[src/sv/ptaom_pkg.sv]
`timescale 1ns / 1ps
// Shared constants, field layout and types for the page translation block.
package ptaom_pkg;

   localparam int unsigned PAGE_BYTES_DEF    = 8192;
   localparam int unsigned TABLE_ENTRIES_DEF = 64;
   localparam int unsigned ADDR_BITS_DEF     = 48;

   localparam int unsigned VA_W    = 48;
   localparam int unsigned SID_W   = 8;
   localparam int unsigned SIZE_W  = 14;
   localparam int unsigned PA_W    = 48;
   localparam int unsigned FAULT_W = 2;

   localparam int unsigned WORD_BYTES = 8;
   localparam int unsigned WORD_LSB   = $clog2(WORD_BYTES);

   localparam int unsigned REQ_SID_LSB  = VA_W;
   localparam int unsigned REQ_SIZE_LSB = VA_W + SID_W;
   localparam int unsigned REQ_TDATA_W  = ((VA_W + SID_W + SIZE_W + 7) / 8) * 8;

   localparam int unsigned RSP_FAULT_LSB = PA_W;
   localparam int unsigned RSP_ALLOC_BIT = PA_W + FAULT_W;
   localparam int unsigned RSP_TDATA_W   = ((PA_W + FAULT_W + 1 + 7) / 8) * 8;
   localparam int unsigned RSP_PAD_W     = RSP_TDATA_W - (PA_W + FAULT_W + 1);

   typedef enum logic [FAULT_W-1:0] {
      FAULT_NONE   = 2'd0,
      FAULT_ALIGN  = 2'd1,
      FAULT_MCHECK = 2'd2,
      FAULT_FULL   = 2'd3
   } fault_type;

   typedef struct packed {
      logic hit;
      logic full;
      logic alloc;
   } lookup_flags_type;

endpackage

[src/sv/ptaom_check.sv]
`timescale 1ns / 1ps
// Physical address assembly, size and alignment check, and result register.
module ptaom_check
   import ptaom_pkg::*;
#(
   parameter int unsigned ADDR_BITS  = ADDR_BITS_DEF,
   parameter int unsigned PAGE_BYTES = PAGE_BYTES_DEF
) (
   input  logic                                    clock,
   input  logic                                    result_load,
   input  logic [ADDR_BITS-$clog2(PAGE_BYTES)-1:0] frame_pn,
   input  logic [$clog2(PAGE_BYTES)-1:0]           offset,
   input  logic [SIZE_W-1:0]                       size,
   input  lookup_flags_type                        flags,
   output logic [PA_W-1:0]                         phys_addr,
   output fault_type                               fault_code,
   output logic                                    newly_allocated
);

   localparam int unsigned OFF_BITS = $clog2(PAGE_BYTES);
   localparam int unsigned SUM_W    = ((OFF_BITS > SIZE_W) ? OFF_BITS : SIZE_W) + 1;

   logic [PA_W-1:0]      phys_ff, phys_in;
   fault_type            fault_ff, fault_in;
   logic                 alloc_ff, alloc_in;

   logic [ADDR_BITS-1:0] pa;
   logic [WORD_LSB-1:0]  small_size;
   logic [WORD_LSB-1:0]  low_off;
   logic [SUM_W-1:0]     end_off;
   logic                 is_small;
   logic                 small_pow2;

   assign pa         = {frame_pn, offset};
   assign small_size = size[WORD_LSB-1:0];
   assign low_off    = offset[WORD_LSB-1:0];
   assign end_off    = SUM_W'(offset) + SUM_W'(size);
   assign is_small   = size < SIZE_W'(WORD_BYTES);
   assign small_pow2 = (small_size != '0) &&
                       ((small_size & (small_size - WORD_LSB'(1))) == '0);

   always_comb begin
      phys_in  = PA_W'(pa);
      fault_in = FAULT_NONE;
      alloc_in = flags.alloc;
      if (flags.full) begin
         phys_in  = '0;
         fault_in = FAULT_FULL;
         alloc_in = 1'b0;
      end else if (is_small) begin
         if (!small_pow2) begin
            fault_in = FAULT_MCHECK;
         end else if (((small_size - WORD_LSB'(1)) & low_off) != '0) begin
            fault_in = FAULT_ALIGN;
         end
      end else begin
         if (end_off > SUM_W'(PAGE_BYTES)) begin
            fault_in = FAULT_MCHECK;
         end else if (low_off != '0) begin
            fault_in = FAULT_ALIGN;
         end
      end
   end

   always_ff @(posedge clock) begin
      if (result_load) begin
         phys_ff  <= phys_in;
         fault_ff <= fault_in;
         alloc_ff <= alloc_in;
      end
   end

   assign phys_addr       = phys_ff;
   assign fault_code      = fault_ff;
   assign newly_allocated = alloc_ff;

endmodule

[config.mk]
export PLATFORM = sky130hd
export DESIGN_NAME = ptaom_check
export DESIGN_NICKNAME = d
export VERILOG_FILES = /design/src/sv/ptaom_pkg.sv /design/src/sv/ptaom_check.sv
export SDC_FILE = /design/constraint.sdc
export NUM_CORES = 1
export LEC_CHECK = 0
export BUFFER_PORTS_ARGS = -buffer_cell sky130_fd_sc_hd__buf_2
export CORE_MARGIN = 4
export CORE_UTILIZATION = 48
export DETAILED_ROUTE_END_ITERATION = 8
export PLACE_DENSITY = 0.81
export SYNTH_ARGS = -nofsm -noshare
export SYNTH_HDL_FRONTEND = slang
export SYNTH_SLANG_ARGS = --single-unit
[constraint.sdc]
create_clock -name clock -period 3.3 [get_ports clock]
set_input_delay 0.165 -clock clock [delete_from_list [all_inputs] [get_ports clock]]
set_output_delay 0.165 -clock clock [all_outputs]
set_load 0.05 [all_outputs]
# ---- Word-level counts from Yosys, hierarchy flattened
# Cells that the tools add are included.
dict set report op_classes {
  eq_ne 0
  mux 5
  div_mod_pow 0
  multipliers 0
  add_sub_neg 2
  order_cmp 2
  bitwise_logic 2
  shift 0
  reduce_logical 5
}
# operator n
set ops {}
lappend ops {{adder 13 x 14 -> 15 bit} 1}
lappend ops {{> comparator 15 x 14 -> 1 bit, second input constant} 1}
lappend ops {{less-than comparator 14 x 4 -> 1 bit, second input constant} 1}
lappend ops {{nonzero test 3 bit} 3}
lappend ops {{bitwise AND 3 bit} 2}
lappend ops {{two-way mux 2 bit} 3}
lappend ops {{zero test 3 bit} 1}
lappend ops {{subtractor 3 x 1 -> 3 bit, second input constant} 1}
lappend ops {{two-way mux 1 bit} 2}
lappend ops {{logical AND 1 bit} 1}
dict set report totals {
  word_cells 19
  ram_bits 0
  latch_bits 0
  regBits 51
  mem_count 0
  rom_bits 0
}

# ---- Logic depth before layout (Yosys ltp)
# Gate-level depths: netlist of the first run.
dict set report logic_depth {
  word_depth 6
  mapped_depth 10
  ltp_nobuf 10
}

# ---- Worst setup path after synthesis of the first run
# No wires, ideal clock.
dict set report synth_path {
  path_type {in2reg}
  start {input offset[0]}
  end {register fault_ff[1], in the netlist fault_code[1] (data pin)}
  t_arrival_ps 2214
  required_ps 3038
  path_buffers 0
  path_slack_ps 824
  setup_time_ps 262
  stages 10
  path_cell_list {ha_1 fa_1 nand3_1 a21oi_2 a21oi_2 o311ai_1 or3_1 or4b_1 o211ai_2 o21ai_0}
}
dict set report synth_via {
  elab_chain_len 4
}
# element line
set synth_lines {}
lappend synth_lines {{from (decl)} ptaom_check.sv:12} ;# input logic [$clog2(PAGE_BYTES)-1:0] offset,
lappend synth_lines {{adder 13 x 14 -> 15 bit} ptaom_check.sv:37} ;# assign end_off = SUM_W'(offset) + SUM_W'(size);
lappend synth_lines {{> comparator 15 x 14 -> 1 bit} ptaom_check.sv:57} ;# if (end_off > SUM_W'(PAGE_BYTES)) begin
lappend synth_lines {{two-way mux 2 bit} ptaom_check.sv:57}
lappend synth_lines {{two-way mux 2 bit} ptaom_check.sv:50} ;# end else if (is_small) begin
lappend synth_lines {{to (signal assigned)} ptaom_check.sv:68} ;# fault_ff <= fault_in;
lappend synth_lines {{to (decl)} ptaom_check.sv:24} ;# fault_type fault_ff, fault_in;
# Every way passes these cells.
# A chain may end at the register's enable or synchronous reset.

# ---- Worst setup path in the final report of the first run
# Same ends and word-level chain as after synthesis.

==> results of run 1 <==
-- Yosys cell counts, types with 2 or more instances --
master                     count  area (µm²)
sky130_fd_sc_hd__a211oi_1      3        22.5
sky130_fd_sc_hd__a21oi_1      10        50.1
sky130_fd_sc_hd__a21oi_2       3        26.3
sky130_fd_sc_hd__buf_4         3        22.5
sky130_fd_sc_hd__clkbuf_1      4        15.0
sky130_fd_sc_hd__edfxtp_1     51        1530
sky130_fd_sc_hd__ha_1         18         225
sky130_fd_sc_hd__inv_1        12        45.0
sky130_fd_sc_hd__nand2_1       4        15.0
sky130_fd_sc_hd__nand2b_1      3        18.8
sky130_fd_sc_hd__nand3_1       4        20.0
sky130_fd_sc_hd__nand4_1       3        18.8
sky130_fd_sc_hd__nor2_1       13        48.8
sky130_fd_sc_hd__nor2b_1      48         300
sky130_fd_sc_hd__nor3_1        3        15.0
sky130_fd_sc_hd__nor4_1        4        25.0
sky130_fd_sc_hd__o21ai_0       7        35.0
sky130_fd_sc_hd__o22ai_1       3        18.8
sky130_fd_sc_hd__or3_1         2        12.5
sky130_fd_sc_hd__xnor2_1       2        17.5
-- state kept, by name, indices dropped and copies added (netlist names) --
name and count:
phys_addr 48, fault_code 2, newly_allocated 1
-- routing by layer --
metal / GRT usage / up-vias / routed length, µm
met5: 0 / - / 0
met4: 0.0713 / 0 / 136
met3: 0.0526 / 13 / 489
met2: 0.278 / 103 / 2720
met1: 0.217 / 944 / 2450
li1: - / 1044 / -
-- metrics by stage --
stage / hold slack, ns / utilization / power [W] / setup slack (ns)
2_1_floorplan: 0.277 / - / 0.00112 / 0.824
3_3_place_gp: 0.452 / 0.607 / 0.00124 / 0.564
3_5_place_dp: 0.462 / 0.607 / 0.00125 / 0.509
4_1_cts: 0.151 / 0.631 / 0.00174 / 0.837
5_1_grt: 0.157 / 0.631 / 0.00181 / 0.699
6_report: 0.158 / 0.631 / 0.00173 / 0.834
-- cell usage in the layout (no fill, tap or decap), types with 3 or more instances in the layout --
cell                         n
sky130_fd_sc_hd__a211oi_1    3
sky130_fd_sc_hd__nor2b_1    48
sky130_fd_sc_hd__buf_2     116
sky130_fd_sc_hd__a21oi_2     3
sky130_fd_sc_hd__nor2_1     13
sky130_fd_sc_hd__inv_1      12
sky130_fd_sc_hd__nand4_1     3
sky130_fd_sc_hd__nand2_1     4
sky130_fd_sc_hd__ha_1       18
sky130_fd_sc_hd__nand2b_1    3
sky130_fd_sc_hd__a21oi_1    10
sky130_fd_sc_hd__o22ai_1     3
sky130_fd_sc_hd__edfxtp_1   51
sky130_fd_sc_hd__o21ai_0     7
sky130_fd_sc_hd__clkbuf_8    5
sky130_fd_sc_hd__nor4_1      4
sky130_fd_sc_hd__nand3_1     4
sky130_fd_sc_hd__nor3_1      3
-- power by group through the flow --
stage / Sequential, W / Clock, W / Combinational (W)
CTS: 0.000782 / 0.000504 / 0.000455
global route: 0.000786 / 0.000536 / 0.000487
global placement: 0.000795 / 0 / 0.000450
floorplan: 0.000980 / 0 / 0.000144
finish: 0.000781 / 0.000492 / 0.000453
detailed placement: 0.000797 / 0 / 0.000454
-- cells by family after synthesis --
family	Yosys count
flops	51
fa+ha+maj	19
buf+inv	21
xor+xnor	3
simple gates	89
mux	1
compound gates	40
-- how the worst max path moves through the flow --
| stage | startpoint | end | slack [ns] | depth (start not counted) |
|---|---|---|---|---|
| finish | offset[0] | fault_code[1] | 0.83 | 11 |
| global route | offset[0] | fault_code[1] | 0.70 | 11 |
| CTS | offset[0] | fault_code[1] | 0.84 | 11 |
| detailed placement | offset[0] | fault_code[1] | 0.51 | 11 |
| global placement | offset[0] | fault_code[1] | 0.56 | 11 |
| floorplan | offset[0] | fault_code[1] | 0.82 | 10 |
-- layout make-up --
type	count	area [µm²]	share of cell area
clock inverter	2	60.1	0.0174
inverter	12	45.0	0.0130
sequential	51	1530	0.443
clock buffer	6	72.6	0.0210
timing repair buffer	116	581	0.168
tap	72	90.1	0.0261
multi-input combinational	152	1080	0.311
==> impl_metrics.sql, run 1 <==
INSERT INTO impl_metrics (metric_group, metric, value, unit) VALUES
('outcome', 'result_of_the_run', 'complete, no violations', ''),
('grt', 'grt_overflow_total', '0', ''),
('yosys', 'synth_area', '2710', 'µm²'),
('flow_run', 'drv.max_cap_violation_count', '0', ''),
('critical_path', 'critPathArrivalTime', '2.51', 'ns'),
('placement', 'place.port_buffers', '116', ''),
('yosys', 'adder_and_majority_cell_fraction_of_the_synthesized_area', '0.0906', ''),
('sta', 'slew_viol_final', '0', ''),
('finish', 'antenna_cells_inserted', '0', ''),
('floorplanning', 'core_region_area', '5470', 'µm²'),
('finish', 'layout-drive-gt1-share', '0.386', ''),
('yosys', 'synth-compound-area-share', '0.104', ''),
('critical_path', 'cp_delay_by_family_top', 'simple AND/OR/NAND/NOR gates', ''),
('yosys', 'syn_inst', '224', ''),
('sta', 'fmax', '0.406', 'GHz'),
('yosys', 'yosysWarnings', '0', ''),
('yosys', 'number_of_enable_type_register_cells_in_the_synthesized_netlist', '51', ''),
('hold_path', 'timing.hold.worst_path_depth', '2', ''),
('critical_path', 'largest_fanout_on_the_critical_path', '4', ''),
('sta', 'hold_violations', '0', ''),
('critical_path', 'criticalPathCategory', 'input pin to register', ''),
('finish', 'syn2layout_area_growth', '27.7', '%'),
('grt', 'grt_max_degree', '52', ''),
('floorplanning', 'rows', '27', ''),
('clock_tree', 'tritoncts', 'yes', ''),
('power_and_ir_drop', 'p_sw', '0.000519', 'W'),
('routing', 'avgViaCountPerCell', '5.12', ''),
('power_and_ir_drop', 'power_density', '499', 'nW/µm²'),
('floorplanning', 'ios', '118', ''),
('clock_tree', 'cts_hold_buf', '0', ''),
('critical_path', 'cells_along_the_critical_path', 'buf_2 -> ha_1 -> fa_1 -> nand3_1 -> a21oi_2 -> a21oi_2 -> o311ai_1 -> or3_1 -> or4b_1 -> o211ai_2 -> o21ai_0', ''),
('yosys', 'synthesis.nets', '310', ''),
('clock_tree', 'cts.clk_slew.worst_paths', '0.09', 'ns'),
('floorplanning', 'die_x', '83.1', 'µm'),
('power_and_ir_drop', 'combinationalPowerShare', '0.262', ''),
('yosys', 'synth-simple-area-share', '0.190', ''),
('power_and_ir_drop', 'cellLeakagePower', '1.49', 'nW'),
('routing', 'routed_wire_length_per_instance', '14.1', 'µm'),
('grt', 'via_count_of_the_first_global_routing_pass', '1981', ''),
('finish', 'fin_area', '3460', 'µm²'),
('sta', 'timing.max_slew.rel_slack', '0.271', ''),
('placement', 'placed_cells_incl_taps', '403', ''),
('hold_path', 'holdPathEnd', 'phys_addr[15]', ''),
('clock_tree', 'ctsHtreeMaxLevel', '2', ''),
('clock_tree', 'cts-buffers-inserted', '5', ''),
('clock_tree', 'root_buffer', 'sky130_fd_sc_hd__clkbuf_8', ''),
('grt', 'initial_antenna_violation_count', '0', ''),
('hold_path', 'worstHoldStart', 'frame_pn[2]', ''),
('yosys', 'syn-mean-instance-area', '12.1', 'µm²'),
('critical_path', 'critical-path-slowest-cell', 'sky130_fd_sc_hd__or4b_1', ''),
('sta', 'layout_min_cycle_time', '2.47', 'ns'),
('critical_path', 'max_stage_delay', '0.49', 'ns'),
('yosys', 'synth-main-ff-cell', 'sky130_fd_sc_hd__edfxtp_1', ''),
('grt', 'track_usage', '0.173', ''),
('routing', 'drt.antenna.violating_nets', '0', ''),
('yosys', 'synth_xor_xnor_area_share', '0.00971', ''),
('routing', 'detail_route.first_pass.iterations', '4', ''),
('yosys', 'yosys-mux-area-fraction', '0.00370', ''),
('power_and_ir_drop', 'ir_drop', '0.275', 'mV'),
('clock_tree', 'ctsResizeCount', '0', ''),
('sta', 'setup_viol', '0', ''),
('finish', 'fillers', '447', ''),
('critical_path', 'timing.critical_path.required', '3.35', 'ns'),
('critical_path', 'critical_path_buf_inv_count', '1', ''),
('placement', 'placed_cell_area', '3320', 'µm²'),
('yosys', 'synth_async_sr_flop_share', '0', ''),
('floorplanning', 'start_util', '0.495', ''),
('placement', 'place.gp.congestion', '0.890', ''),
('yosys', 'sequential_cell_area_fraction_in_the_yosys_report', '0.566', ''),
('finish', 'nets', '424', ''),
('routing', 'postRouteWirelength', '5800', 'µm');
(Power assumes the default switching activity.)
==> run 2: changes to the inputs <==
==> constraint.sdc (replaced) <==
create_clock -name clock -period 2.5 [get_ports clock]
set_input_delay 0.125 -clock clock [delete_from_list [all_inputs] [get_ports clock]]
set_output_delay 0.125 -clock clock [all_outputs]
set_load 0.05 [all_outputs]
==> run 2 against run 1 <==
Worst hold slack lost 0.032 ns. Combinational power grew 37%. Sequential share of layout area shrank 0.26 points. Clock-buffer cell count shrank 1. Global-route usage grew 0.74 points. Die area is the same. Cell count grew 2.2%. Critical path depth is the same. Critical endpoint unchanged. Largest cell class unchanged. Largest power group unchanged. Highest routed layer unchanged.
==> impl_metrics.sql, run 2 (synthesis results as in run 1) <==
INSERT INTO impl_metrics (metric_group, metric, value, unit) VALUES
('flow_run', 'drv.max_cap_violation_count', '0', ''),
('sta', 'fmax', '0.430', 'GHz'),
('critical_path', 'largest_fanout_on_the_critical_path', '2', ''),
('critical_path', 'criticalPathCategory', 'input pin to register', ''),
('grt', 'via_count_of_the_first_global_routing_pass', '2144', ''),
('clock_tree', 'ctsResizeCount', '0', ''),
('finish', 'antenna_cells_inserted', '0', ''),
('critical_path', 'critical_path.startpoint_type', 'input pin', ''),
('floorplanning', 'start_util', '0.495', ''),
('grt', 'grt_max_degree', '52', ''),
('sta', 'setup_repair_after_global_routing_missed_its_margin', 'no', ''),
('clock_tree', 'postCtsSetupBuffers', '0', ''),
('grt', 'grt_pass1_wl', '10000', 'µm'),
('floorplanning', 'die_x', '83.1', 'µm'),
('finish', 'layout.cells.most_common', 'sky130_fd_sc_hd__buf_2', ''),
('routing', 'avgViaCountPerCell', '5.01', ''),
('sta', 'layout_min_cycle_time', '2.33', 'ns'),
('grt', 'track_usage', '0.180', ''),
('critical_path', 'cells_along_the_critical_path', 'buf_2 -> ha_1 -> fa_1 -> nand3_1 -> a21oi_2 -> a21oi_2 -> o311ai_1 -> or3_1 -> or4b_1 -> o211ai_2 -> o21ai_0', ''),
('routing', 'drc_marker_count_from_the_first_detailed_route_iteration', '63', ''),
('sta', 'timing.max_slew.rel_slack', '0.429', ''),
('routing', 'detailroute.via_count', '2103', ''),
('power_and_ir_drop', 'power_density', '595', 'nW/µm²'),
('clock_tree', 'clock_sinks', '51', ''),
('routing', 'routed_wire_length_per_instance', '14.2', 'µm'),
('sta', 'min_period_over_period', '0.930', ''),
('placement', 'place.gp.congestion', '0.934', ''),
('clock_tree', 'ctsLongestPathBuffers', '2', ''),
('sta', 'setup_tns', '0', 'ns'),
('critical_path', 'cp-end-kind', 'register', ''),
('routing', 'postRouteWirelength', '5980', 'µm'),
('floorplanning', 'die_h', '83.1', 'µm'),
('clock_tree', 'cts.clk_slew.worst_paths', '0.08', 'ns'),
('placement', 'place.port_buffers', '116', ''),
('clock_tree', 'cts_hold_buf', '0', ''),
('grt', 'initial_antenna_violation_count', '0', ''),
('clock_tree', 'root_buffer', 'sky130_fd_sc_hd__clkbuf_8', ''),
('floorplanning', 'die-area', '6900', 'µm²'),
('clock_tree', 'ctsHtreeMaxLevel', '2', ''),
('clock_tree', 'cts-buffers-inserted', '5', ''),
('grt', 'grt_overflow_total', '0', ''),
('sta', 'tightest_slew', '0.857', 'ns'),
('sta', 'setup_viol', '0', ''),
('finish', 'largest_register_ff_count', '48', ''),
('power_and_ir_drop', 'cellLeakagePower', '1.51', 'nW'),
('clock_tree', 'tritoncts', 'yes', ''),
('critical_path', 'critical-path-slowest-cell', 'sky130_fd_sc_hd__or4b_1', ''),
('hold_path', 'hold_class', 'input pin to register', ''),
('finish', 'layout-drive-gt1-share', '0.402', ''),
('sta', 'slew_viol_final', '0', ''),
('finish', 'mostFrequentLayoutCells', 'sky130_fd_sc_hd__buf_2, sky130_fd_sc_hd__edfxtp_1, sky130_fd_sc_hd__nor2b_1', ''),
('outcome', 'result_of_the_run', 'complete, no violations', ''),
('power_and_ir_drop', 'ir_drop', '0.296', 'mV'),
('sta', 'hold_violations', '0', ''),
('finish', 'nets', '434', ''),
('floorplanning', 'rows', '27', ''),
('critical_path', 'timing.critical_path.required', '2.54', 'ns'),
('critical_path', 'cpMostUsedCell', 'sky130_fd_sc_hd__a21oi_2', ''),
('routing', 'drt.antenna.violating_nets', '0', ''),
('floorplanning', 'core_region_area', '5470', 'µm²'),
('placement', 'hpwl', '4860', 'µm'),
('finish', 'syn2layout_area_growth', '28.4', '%'),
('routing', 'detail_route.first_pass.iterations', '5', ''),
('critical_path', 'critPathArrivalTime', '2.37', 'ns'),
('finish', 'layout.core_utilization', '0.635', ''),
('critical_path', 'max_stage_delay', '0.49', 'ns'),
('routing', 'drt_drc_violations_left', '0', ''),
('floorplanning', 'ios', '118', '');
[run 2: worst max-delay path, delay by kind of cell]
kind / cells / cell delay (ns)
and+or+nand+nor: 3 / 0.96
adders and majority gates: 2 / 0.63
AOI/OAI and AO/OA: 5 / 0.55
buffers and inverters: 1 / 0.11
[run 2: report_power, final]
group | internal (W) | switching [W] | total [W] | leakage, nW
Combinational | 0.000193 | 0.000426 | 0.000619 | 0.977
Clock | 0.000186 | 0.000233 | 0.000419 | 0.0414
Sequential | 0.00102 | 0.0000148 | 0.00103 | 0.492
Total | 0.00139 | 0.000674 | 0.00207 | 1.51
[run 2: metrics by stage]
| step | setup WS, ns | hold WS, ns | cells | power [W] | instance area [µm²] |
|---|---|---|---|---|---|
| final | 0.174 | 0.126 | 420 | 0.00207 | 3480 |
| after detailed placement | -0.152 | 0.422 | 413 | 0.00167 | 3400 |
| after global routing | 0.0607 | 0.117 | 420 | 0.00218 | 3480 |
| after floorplan | 0.0640 | 0.237 | 224 | 0.00148 | 2710 |
| after global placement | -0.0735 | 0.412 | 413 | 0.00166 | 3400 |
| after CTS | 0.173 | 0.116 | 420 | 0.00209 | 3480 |
[run 2: final cells by class]
type                       count  area [µm²]
tap                           72        90.1
fill                         455        2000
multi-input combinational    152        1080
clock buffer                   5        68.8
timing repair buffer         126         656
sequential                    51        1530
clock inverter                 2        8.76
inverter                      12        45.0
[run 2: metal layers]
metal | up-vias | track usage | part of all wire
li1 | 1063 | - | -
met1 | 934 | 0.213 | 0.41
met2 | 91 | 0.308 | 0.48
met3 | 15 | 0.0536 | 0.087
met4 | 0 | 0.0728 | 0.026
met5 | - | 0 | 0
[run 2: worst paths after layout]
check    startpoint       endpoint  slack (ns)  cells past startpoint
max       offset[0]  fault_code[1]        0.17                     11
min    frame_pn[10]  phys_addr[23]        0.13                      2
